[config.mk]
export PLATFORM = sky130hd
export DESIGN_NAME = running_standard_deviation_core
export DESIGN_NICKNAME = d
export VERILOG_FILES = /design/src/rtl/rsd_pkg.sv /design/src/rtl/running_standard_deviation_core.sv /design/src/rtl/rsd_ctrl.sv /design/src/rtl/rsd_dpath.sv
export SDC_FILE = /design/constraint.sdc
export NUM_CORES = 2
export LEC_CHECK = 0
export ABC_AREA = 1
export BUFFER_PORTS_ARGS = -buffer_cell sky130_fd_sc_hd__buf_2
export CAP_MARGIN = 30
export CORE_AREA = 3 3 412 210
export DETAILED_ROUTE_END_ITERATION = 12
export DIE_AREA = 0 0 415 213
export PLACE_DENSITY_LB_ADDON = 0.12
export SYNTH_ARGS = -nofsm -noshare
export SYNTH_HDL_FRONTEND = slang
export SYNTH_SLANG_ARGS = --single-unit
[constraint.sdc]
create_clock -name i_clk -period 19.4 [get_ports i_clk]
set_clock_uncertainty 0.1 [all_clocks]
set_input_delay 3.88 -clock i_clk [delete_from_list [all_inputs] [get_ports i_clk]]
set_output_delay 3.88 -clock i_clk [all_outputs]
set_load 0.05 [all_outputs]
[src/rtl/rsd_pkg.sv]
// ----------------------------------------------------------------------------
// rsd_pkg
// Shared types and constants of the running standard deviation core.
// ----------------------------------------------------------------------------
`default_nettype none

package rsd_pkg;

    localparam int COUNT_WIDTH_DEF  = 16;
    localparam int SAMPLE_WIDTH_DEF = 16;
    localparam int STD_W            = 20;  // result width, 12 fraction bits
    localparam int FRAC_SHIFT       = 8;   // radicand pre-shift, must be even

    typedef enum logic [3:0] {
        ST_IDLE,
        ST_SQUARE,
        ST_UPDATE,
        ST_PREP,
        ST_MUL,
        ST_SUB,
        ST_SQRT,
        ST_DIV,
        ST_OUT
    } t_state;

    // controller -> datapath
    typedef struct packed {
        logic capture;
        logic square;
        logic update;
        logic prep;
        logic mul;
        logic sub;
        logic sqrt;
        logic div;
        logic load_out;
    } t_cmd;

    // datapath -> controller
    typedef struct packed {
        logic empty;
    } t_sts;

endpackage

`default_nettype wire

[src/rtl/running_standard_deviation_core.sv]
// ----------------------------------------------------------------------------
// running_standard_deviation_core
// Running population standard deviation of signed Q8.8 samples.
// ----------------------------------------------------------------------------
//
//  Channel   Dir  Group     Contents (low bit first)
//  --------  ---  --------  ------------------------------------------------
//  input     in   s_axis    tdata: sample; tuser: mode (1 = clear)
//  result    out  m_axis    tdata: count, std_dev; tuser: dropped
//
// One item is worked on at a time. An append to a non-empty sequence runs
// through the shift-add multiply of n*Q and S*S, then the bit-serial square
// root and the restoring divide by n, one bit per cycle each. A result for
// an empty sequence (or a clear) skips the multiply, root and divide.
// Synchronous active-low reset clears the sums, the count and all control.
// The output register holds a result while the sink stalls; a new input
// transfer is taken in the meantime, and its result waits until that slot
// frees up.
// ----------------------------------------------------------------------------
`default_nettype none

module running_standard_deviation_core #(
    parameter int COUNT_WIDTH  = rsd_pkg::COUNT_WIDTH_DEF,
    parameter int SAMPLE_WIDTH = rsd_pkg::SAMPLE_WIDTH_DEF,
    localparam int IN_TDATA_W  = ((SAMPLE_WIDTH + 7) / 8) * 8,
    localparam int OUT_TDATA_W = ((COUNT_WIDTH + rsd_pkg::STD_W + 7) / 8) * 8
) (
    input  wire logic                   i_clk,
    input  wire logic                   i_rst_n,
    // input channel
    input  wire logic                   i_s_axis_tvalid,
    output logic                        o_s_axis_tready,
    input  wire logic [IN_TDATA_W-1:0]  i_s_axis_tdata,   // sample
    input  wire logic                   i_s_axis_tuser,   // mode
    // result channel
    output logic                        o_m_axis_tvalid,
    input  wire logic                   i_m_axis_tready,
    output logic [OUT_TDATA_W-1:0]      o_m_axis_tdata,   // count, std_dev
    output logic                        o_m_axis_tuser    // dropped
);

    localparam int CW       = COUNT_WIDTH;
    localparam int SW       = SAMPLE_WIDTH;
    localparam int STD_W    = rsd_pkg::STD_W;
    localparam int MUL_STEPS  = SW + CW;
    localparam int ROOT_STEPS = (2 * (SW + CW) - 2 + rsd_pkg::FRAC_SHIFT) / 2;

    rsd_pkg::t_cmd    w_cmd;
    rsd_pkg::t_sts    w_sts;
    logic [CW-1:0]    w_count;
    logic [STD_W-1:0] w_std_dev;

    rsd_ctrl #(
        .MUL_STEPS  (MUL_STEPS),
        .ROOT_STEPS (ROOT_STEPS)
    ) u_ctrl (
        .i_clk       (i_clk),
        .i_rst_n     (i_rst_n),
        .i_in_valid  (i_s_axis_tvalid),
        .o_in_ready  (o_s_axis_tready),
        .o_out_valid (o_m_axis_tvalid),
        .i_out_ready (i_m_axis_tready),
        .i_sts       (w_sts),
        .o_cmd       (w_cmd)
    );

    rsd_dpath #(
        .CW (CW),
        .SW (SW)
    ) u_dpath (
        .i_clk     (i_clk),
        .i_rst_n   (i_rst_n),
        .i_cmd     (w_cmd),
        .o_sts     (w_sts),
        .i_mode    (i_s_axis_tuser),
        .i_sample  (signed'(i_s_axis_tdata[SW-1:0])),
        .o_count   (w_count),
        .o_std_dev (w_std_dev),
        .o_dropped (o_m_axis_tuser)
    );

    // count in the low bits, std_dev above, zero fill to a byte boundary
    assign o_m_axis_tdata = OUT_TDATA_W'({w_std_dev, w_count});

    // the core never takes a second item right behind the first
    a_one_in_flight: assert property (@(posedge i_clk) disable iff (!i_rst_n)
        (i_s_axis_tvalid && o_s_axis_tready) |=> !o_s_axis_tready)
        else $error("input taken while an item is being worked on");

    // a refused append only happens with a full counter
    a_drop_full: assert property (@(posedge i_clk) disable iff (!i_rst_n)
        (o_m_axis_tvalid && o_m_axis_tuser) |-> (o_m_axis_tdata[CW-1:0] == {CW{1'b1}}))
        else $error("dropped flag with a counter that is not full");

    // empty sequence reports zero deviation
    a_empty_zero: assert property (@(posedge i_clk) disable iff (!i_rst_n)
        (o_m_axis_tvalid && (o_m_axis_tdata[CW-1:0] == '0))
            |-> (o_m_axis_tdata[CW+STD_W-1:CW] == '0))
        else $error("nonzero deviation for an empty sequence");

endmodule

`default_nettype wire

[src/rtl/rsd_ctrl.sv]
// ----------------------------------------------------------------------------
// rsd_ctrl
// Sequencer: steps the datapath through update, multiply, root and divide.
// ----------------------------------------------------------------------------
`default_nettype none

module rsd_ctrl #(
    parameter int MUL_STEPS  = 32,
    parameter int ROOT_STEPS = 35
) (
    input  wire logic          i_clk,
    input  wire logic          i_rst_n,
    input  wire logic          i_in_valid,
    output logic               o_in_ready,
    output logic               o_out_valid,
    input  wire logic          i_out_ready,
    input  wire rsd_pkg::t_sts i_sts,
    output rsd_pkg::t_cmd      o_cmd
);

    localparam int STEP_W = (ROOT_STEPS > 1) ? $clog2(ROOT_STEPS) : 1;

    rsd_pkg::t_state r_state, n_state;
    logic [STEP_W-1:0] r_step, n_step;
    logic              r_out_valid, n_out_valid;

    always_ff @(posedge i_clk) begin
        if (!i_rst_n) begin
            r_state     <= rsd_pkg::ST_IDLE;
            r_step      <= '0;
            r_out_valid <= 1'b0;
        end else begin
            r_state     <= n_state;
            r_step      <= n_step;
            r_out_valid <= n_out_valid;
        end
    end

    always_comb begin
        n_state    = r_state;
        n_step     = r_step;
        o_cmd      = '0;
        o_in_ready = 1'b0;
        case (r_state)
            rsd_pkg::ST_IDLE: begin
                o_in_ready = 1'b1;
                if (i_in_valid) begin
                    o_cmd.capture = 1'b1;
                    n_state       = rsd_pkg::ST_SQUARE;
                end
            end
            rsd_pkg::ST_SQUARE: begin
                o_cmd.square = 1'b1;
                n_state      = rsd_pkg::ST_UPDATE;
            end
            rsd_pkg::ST_UPDATE: begin
                o_cmd.update = 1'b1;
                n_state      = rsd_pkg::ST_PREP;
            end
            rsd_pkg::ST_PREP: begin
                o_cmd.prep = 1'b1;
                n_step     = STEP_W'(MUL_STEPS - 1);
                n_state    = i_sts.empty ? rsd_pkg::ST_OUT : rsd_pkg::ST_MUL;
            end
            rsd_pkg::ST_MUL: begin
                o_cmd.mul = 1'b1;
                n_step    = r_step - 1'b1;
                if (r_step == '0) begin
                    n_state = rsd_pkg::ST_SUB;
                end
            end
            rsd_pkg::ST_SUB: begin
                o_cmd.sub = 1'b1;
                n_step    = STEP_W'(ROOT_STEPS - 1);
                n_state   = rsd_pkg::ST_SQRT;
            end
            rsd_pkg::ST_SQRT: begin
                o_cmd.sqrt = 1'b1;
                n_step     = r_step - 1'b1;
                if (r_step == '0) begin
                    n_step  = STEP_W'(ROOT_STEPS - 1);
                    n_state = rsd_pkg::ST_DIV;
                end
            end
            rsd_pkg::ST_DIV: begin
                o_cmd.div = 1'b1;
                n_step    = r_step - 1'b1;
                if (r_step == '0) begin
                    n_state = rsd_pkg::ST_OUT;
                end
            end
            rsd_pkg::ST_OUT: begin
                if (!r_out_valid || i_out_ready) begin
                    o_cmd.load_out = 1'b1;
                    n_state        = rsd_pkg::ST_IDLE;
                end
            end
            default: begin
                n_state = rsd_pkg::ST_IDLE;
            end
        endcase
    end

    // output register flag: set on load, cleared when the result is taken
    always_comb begin
        n_out_valid = r_out_valid;
        if (o_cmd.load_out) begin
            n_out_valid = 1'b1;
        end else if (i_out_ready) begin
            n_out_valid = 1'b0;
        end
    end

    assign o_out_valid = r_out_valid;

endmodule

`default_nettype wire

[src/rtl/rsd_dpath.sv]
// ----------------------------------------------------------------------------
// rsd_dpath
// Running sums, shift-add multipliers, bit-serial square root and divider.
// ----------------------------------------------------------------------------
`default_nettype none

module rsd_dpath #(
    parameter int CW = rsd_pkg::COUNT_WIDTH_DEF,
    parameter int SW = rsd_pkg::SAMPLE_WIDTH_DEF
) (
    input  wire logic                 i_clk,
    input  wire logic                 i_rst_n,
    input  wire rsd_pkg::t_cmd        i_cmd,
    output rsd_pkg::t_sts             o_sts,
    input  wire logic                 i_mode,
    input  wire logic signed [SW-1:0] i_sample,
    output logic [CW-1:0]             o_count,
    output logic [rsd_pkg::STD_W-1:0] o_std_dev,
    output logic                      o_dropped
);

    localparam int STD_W  = rsd_pkg::STD_W;
    localparam int SUM_W  = SW + CW + 1;
    localparam int MAG_W  = SW + CW;
    localparam int SQ_W   = 2 * SW;
    localparam int QSUM_W = 2 * SW + CW;
    localparam int D_W    = 2 * (SW + CW) - 2;
    localparam int RAD_W  = D_W + rsd_pkg::FRAC_SHIFT;
    localparam int ROOT_W = RAD_W / 2;
    localparam int REM_W  = ROOT_W + 2;

    // running state
    logic [CW-1:0]            r_count;
    logic signed [SUM_W-1:0]  r_sum;
    logic [QSUM_W-1:0]        r_qsum;

    // item and work registers
    logic                     r_mode;
    logic signed [SW-1:0]     r_sample;
    logic [SQ_W-1:0]          r_sq;
    logic                     r_dropped;
    logic [CW-1:0]            r_mul_n;
    logic [MAG_W-1:0]         r_mul_s;
    logic [D_W-1:0]           r_mcand_q, r_mcand_s, r_acc_a, r_acc_b;
    logic [RAD_W-1:0]         r_rad;
    logic [ROOT_W-1:0]        r_root;   // root, then dividend/quotient
    logic [REM_W-1:0]         r_rem;
    logic [CW-1:0]            r_drem;
    logic [CW-1:0]            r_out_count;
    logic [STD_W-1:0]         r_out_std;
    logic                     r_out_dropped;

    logic signed [SQ_W-1:0]   w_sq;
    logic [SUM_W-1:0]         w_neg;
    logic [MAG_W-1:0]         w_mag;
    logic [D_W:0]             w_diff;
    logic [REM_W-1:0]         w_rem_sh, w_trial;
    logic [REM_W:0]           w_rtry;
    logic [CW:0]              w_dsh;
    logic [CW+1:0]            w_dtry;
    logic [ROOT_W+STD_W-1:0]  w_qx;

    assign w_sq     = r_sample * r_sample;
    assign w_neg    = -r_sum;
    assign w_mag    = r_sum[SUM_W-1] ? w_neg[MAG_W-1:0] : r_sum[MAG_W-1:0];
    assign w_diff   = {1'b0, r_acc_a} - {1'b0, r_acc_b};
    assign w_rem_sh = {r_rem[REM_W-3:0], r_rad[RAD_W-1:RAD_W-2]};
    assign w_trial  = {r_root, 2'b01};
    assign w_rtry   = {1'b0, w_rem_sh} - {1'b0, w_trial};
    assign w_dsh    = {r_drem, r_root[ROOT_W-1]};
    assign w_dtry   = {1'b0, w_dsh} - {2'b00, r_count};
    assign w_qx     = {{STD_W{1'b0}}, r_root};

    always_ff @(posedge i_clk) begin
        if (!i_rst_n) begin
            r_count <= '0;
            r_sum   <= '0;
            r_qsum  <= '0;
        end else if (i_cmd.update) begin
            if (r_mode) begin
                r_count <= '0;
                r_sum   <= '0;
                r_qsum  <= '0;
            end else if (r_count != '1) begin
                r_count <= r_count + 1'b1;
                r_sum   <= r_sum + SUM_W'(r_sample);
                r_qsum  <= r_qsum + QSUM_W'(r_sq);
            end
        end
    end

    always_ff @(posedge i_clk) begin
        if (i_cmd.capture) begin
            r_mode   <= i_mode;
            r_sample <= i_sample;
        end
        if (i_cmd.square) begin
            r_sq <= unsigned'(w_sq);
        end
        if (i_cmd.update) begin
            r_dropped <= !r_mode && (r_count == '1);
        end
        if (i_cmd.prep) begin
            r_mul_n   <= r_count;
            r_mul_s   <= w_mag;
            r_mcand_q <= D_W'(r_qsum);
            r_mcand_s <= D_W'(w_mag);
            r_acc_a   <= '0;
            r_acc_b   <= '0;
        end
        if (i_cmd.mul) begin
            if (r_mul_n[0]) begin
                r_acc_a <= r_acc_a + r_mcand_q;
            end
            if (r_mul_s[0]) begin
                r_acc_b <= r_acc_b + r_mcand_s;
            end
            r_mcand_q <= r_mcand_q << 1;
            r_mcand_s <= r_mcand_s << 1;
            r_mul_n   <= r_mul_n >> 1;
            r_mul_s   <= r_mul_s >> 1;
        end
        if (i_cmd.sub) begin
            // n*Q - S*S, clamped at zero, scaled for the fraction bits
            r_rad  <= {(w_diff[D_W] ? {D_W{1'b0}} : w_diff[D_W-1:0]),
                       {rsd_pkg::FRAC_SHIFT{1'b0}}};
            r_root <= '0;
            r_rem  <= '0;
            r_drem <= '0;
        end
        if (i_cmd.sqrt) begin
            r_rad <= r_rad << 2;
            if (!w_rtry[REM_W]) begin
                r_rem  <= w_rtry[REM_W-1:0];
                r_root <= {r_root[ROOT_W-2:0], 1'b1};
            end else begin
                r_rem  <= w_rem_sh;
                r_root <= {r_root[ROOT_W-2:0], 1'b0};
            end
        end
        if (i_cmd.div) begin
            // restoring division by the count, quotient shifts into r_root
            if (!w_dtry[CW+1]) begin
                r_drem <= w_dtry[CW-1:0];
                r_root <= {r_root[ROOT_W-2:0], 1'b1};
            end else begin
                r_drem <= w_dsh[CW-1:0];
                r_root <= {r_root[ROOT_W-2:0], 1'b0};
            end
        end
        if (i_cmd.load_out) begin
            r_out_count   <= r_count;
            r_out_std     <= (r_count == '0) ? '0 : w_qx[STD_W-1:0];
            r_out_dropped <= r_dropped;
        end
    end

    assign o_sts.empty = (r_count == '0);
    assign o_count     = r_out_count;
    assign o_std_dev   = r_out_std;
    assign o_dropped   = r_out_dropped;

endmodule

`default_nettype wire

==> qor.yml <==
outcome: "finished clean"
power.total_w: 0.0117
synth-seq-cells: 638
critPathLaunch: "u_dpath.r_sample[6]"
slew-limit-headroom_pct: 33.2
cp_data_required_time_ps: 19710
vdd_drop_max_uv: 324
routed-via-count: 57500
synthTopCellsByArea: "sky130_fd_sc_hd__edfxtp_1 (21%), sky130_fd_sc_hd__nand2_1 (17%), sky130_fd_sc_hd__inv_1 (9.8%)"
wl_per_cell_um: 19.5
max_clk_rate_mhz: 156
grt_start_max_net_pins: 99
gr-usage-all-layers_pct: 41.8
worst_r2r_endpoint: "u_dpath.r_sq[28]"
power.share.combinational_pct: 71.0
clk_pin_slew_worst_paths_ps: 70
p_int_w: 0.00559
beginning_of_the_worst_register_to_register_path: "u_dpath.r_sample[6]"
final.period_utilization_pct: 33.1
pwr-share-seq_pct: 17.9
timing.setup.tns_ps: 0
start_kind: "flip-flop"
post-place-ws_ps: 13040
drt-vias-per-instance: 5.94
cp-end-kind: "flip-flop"
yosys_most_used_dff: "sky130_fd_sc_hd__edfxtp_1"
hold-worst-slack_ps: 334
ctsHtreeMaxLevel: 2
worstMarginPinSlew_ps: 1000
timing.critical_path.fanout_max: 18
wirelength_um: 189000
initial_utilization_pct: 69.8
cts.repair_timing.setup_buffer_count: 0
cts-root-buf: "sky130_fd_sc_hd__clkbuf_16"
core_um2: 83300
cell_taking_the_most_area_after_synthesis: "sky130_fd_sc_hd__edfxtp_1"
p_sw_w: 0.00612
ctsResizeCount: 0
pin_count: 64
finalWeightedCongestion: 1.07
synth_enable_flop_cells: 402
crit_arrival_ps: 6740
proportion_of_synthesized_chip_area_in_sequential_cells_pct: 28.9
sw_frac_of_total_pct: 52.3
layout-area-overhead-vs-synth_pct: 5.68
crit_path_end: "u_dpath.r_sq[28]"
detail_route.iter0.violations: 7976
p_leak_nw: 31.2
fin_max_slew_vios: 0
nFillCells: 6776
antenna_violating_nets_post_route: 0
synthesis.area_um2: 58100
timing_worst_setup_path_type: "reg2reg"
wire_length_of_the_first_global_routing_pass_um: 291000
report.final.hold_viol_count: 0
design.die.area_um2: 88400
firstDrtPassIters: 9
setup_viol_count_final: 0
drc: 0
synth.yosys.warnings: 0
finalWorstSetupSlack_ps: 12980
hold_path_class: "reg2reg"
synth.distinct_cells: 59
post-synth-top-area-fraction_pct: 20.8
grt_overflow_total: 0
cts_max_path_buffers: 3
die_height_um: 213
worst-r2r-cell-count: 21
first_global_vias: 53000
syn-mean-instance-area_um2: 6.82
ff2ff_setup_slack_ps: 12980
ctsHoldBuffers: 0
rows: 75
drv_cap: 0
clock_insertion_delay_at_the_later_pin_of_the_skew_report_ps: 700
layout_min_cycle_time_ps: 6420
final_layout_size_suffix_gt1_share_pct: 3.41
synth_async_sr_flop_share_pct: 0
power_per_cell_area_nw_per_um2: 191
cts.sinks: 638
final_net_count: 9162
cts_tree: "yes"
number_of_instances_in_the_synthesized_netlist: 8521
grt_antenna_before_repair: 4
dpl.hpwl_um: 149000
die_width_um: 415
rsz0062_at_grt: "false"
placement.io_buffers: 59
clock_share_of_power_pct: 11.1
cts_buffers: 60
stage by stage:
stage          area [um2]  util (%)  instances
5_1_grt             61400      73.7       9676
2_1_floorplan       58200         -       8524
6_report            61400      73.7       9678
3_5_place_dp        59300      71.2       9561
3_3_place_gp        59300      71.1       9558
4_1_cts             61400      73.7       9675
layer usage:
layer / up-vias / track usage, % / routed length [um]
met2: 3559 / 61.1 / 77100
met3: 435 / 12.4 / 27700
met4: 2 / 12.1 / 5700
li1: 27100 / - / -
met1: 26400 / 60.2 / 78300
met5: - / 0.265 / 13
power groups by stage:
| stage | clock network, W | logic [W] | registers, W |
|---|---|---|---|
| floorplan | 0 | 0.00622 | 0.00202 |
| global route | 0.00135 | 0.00938 | 0.00210 |
| detailed placement | 0 | 0.00811 | 0.00211 |
| finish | 0.00130 | 0.00831 | 0.00210 |
| global placement | 0 | 0.00789 | 0.00211 |
| CTS | 0.00129 | 0.00818 | 0.00208 |
critical path, cell delays in order, from the launching register on:
cell	delay (ps)
sky130_fd_sc_hd__edfxtp_1	910
sky130_fd_sc_hd__nand2_1	230
sky130_fd_sc_hd__fa_1	560
sky130_fd_sc_hd__inv_1	60
sky130_fd_sc_hd__fa_1	500
sky130_fd_sc_hd__inv_1	60
sky130_fd_sc_hd__fa_1	550
sky130_fd_sc_hd__inv_1	60
sky130_fd_sc_hd__fa_1	440
sky130_fd_sc_hd__fa_1	520
sky130_fd_sc_hd__inv_1	60
sky130_fd_sc_hd__fa_1	530
sky130_fd_sc_hd__inv_1	40
sky130_fd_sc_hd__ha_1	360
sky130_fd_sc_hd__a21oi_1	170
sky130_fd_sc_hd__a21boi_0	260
sky130_fd_sc_hd__o21ai_0	180
sky130_fd_sc_hd__nand2_1	100
sky130_fd_sc_hd__nand3_1	120
sky130_fd_sc_hd__nand2_1	90
sky130_fd_sc_hd__nand2_1	70
sky130_fd_sc_hd__xor2_1	150
sequential cells by signal, summed over array words and instances, names as in the netlist, 33 cells and up:
| register | count |
|---|---|
| u_dpath.r_acc_a | 62 |
| u_dpath.r_acc_b | 62 |
| u_dpath.r_mcand_q | 62 |
| u_dpath.r_mcand_s | 62 |
| u_dpath.r_rad | 62 |
| u_dpath.r_qsum | 48 |
| u_dpath.r_rem | 35 |
| u_dpath.r_root | 35 |
| u_dpath.r_sum | 33 |
kinds of logic after synthesis:
kind of cell	count (synthesis)	synth area share, %
adder cells (fa/ha/maj)	633	16.7
other	1	0.00645
XOR/XNOR	188	2.83
AND/OR/NAND/NOR	4257	30.0
flip-flops	638	28.9
AO/OA/AOI/OAI	1098	10.2
buffers and inverters	1706	11.3
cell type report:
type	instances	area, um2	area share (%)
Tap cell	1116	1400	2.27
Multi-Input combinational cell	6180	34800	56.6
Timing Repair Buffer	92	591	0.961
Clock inverter	45	500	0.815
Sequential cell	638	16800	27.3
Clock buffer	69	1580	2.56
Inverter	1536	5780	9.40
Antenna cell	2	5.00	0.00815
synth_stat cells, types with 8 or more instances:
cell / n
sky130_fd_sc_hd__nand2_1: 2640
sky130_fd_sc_hd__fa_1: 239
sky130_fd_sc_hd__nor3_1: 92
sky130_fd_sc_hd__o21ai_2: 21
sky130_fd_sc_hd__inv_1: 1521
sky130_fd_sc_hd__nand3_1: 543
sky130_fd_sc_hd__a21o_1: 17
sky130_fd_sc_hd__ha_1: 394
sky130_fd_sc_hd__buf_1: 17
sky130_fd_sc_hd__nor2_1: 756
sky130_fd_sc_hd__o21ai_0: 358
sky130_fd_sc_hd__buf_4: 10
sky130_fd_sc_hd__xnor2_1: 86
sky130_fd_sc_hd__nand3_2: 10
sky130_fd_sc_hd__a21oi_1: 538
sky130_fd_sc_hd__nand3b_1: 35
sky130_fd_sc_hd__edfxtp_1: 402
sky130_fd_sc_hd__buf_6: 13
sky130_fd_sc_hd__nand4_1: 112
sky130_fd_sc_hd__o21bai_1: 53
sky130_fd_sc_hd__or2_2: 19
sky130_fd_sc_hd__o211ai_1: 9
sky130_fd_sc_hd__o31ai_1: 17
sky130_fd_sc_hd__dfxtp_1: 236
sky130_fd_sc_hd__o21ai_1: 50
sky130_fd_sc_hd__o21a_1: 8
sky130_fd_sc_hd__buf_2: 32
sky130_fd_sc_hd__inv_2: 13
sky130_fd_sc_hd__xor2_1: 102
sky130_fd_sc_hd__nor4_1: 16
sky130_fd_sc_hd__clkbuf_1: 97
cell usage in the layout, fill, tap and decap left out, types with 50 or more instances in the layout:
master                      instances
sky130_fd_sc_hd__o21bai_1          53
sky130_fd_sc_hd__o21ai_0          358
sky130_fd_sc_hd__buf_2             59
sky130_fd_sc_hd__nand4_1          112
sky130_fd_sc_hd__nand2_1         2639
sky130_fd_sc_hd__clkbuf_16         60
sky130_fd_sc_hd__nor2_1           750
sky130_fd_sc_hd__a21oi_1          538
sky130_fd_sc_hd__xor2_1           102
sky130_fd_sc_hd__nand3_1          543
sky130_fd_sc_hd__dfxtp_1          236
sky130_fd_sc_hd__nor3_1            92
sky130_fd_sc_hd__xnor2_1           86
sky130_fd_sc_hd__edfxtp_1         402
sky130_fd_sc_hd__inv_1           1519
sky130_fd_sc_hd__fa_1             239
sky130_fd_sc_hd__o21ai_1           50
sky130_fd_sc_hd__ha_1             394
worst min-delay path by stage:
stage,from,to,cells past startpoint
after floorplan,u_dpath.r_dropped,u_dpath.o_dropped,0
after global placement,u_dpath.r_dropped,u_dpath.o_dropped,0
after detailed placement,u_dpath.r_dropped,u_dpath.o_dropped,0
after CTS,u_dpath.r_dropped,u_dpath.o_dropped,0
after global routing,u_dpath.r_dropped,u_dpath.o_dropped,0
final,u_dpath.r_dropped,u_dpath.o_dropped,0
Power figures use the tool's default switching activity.
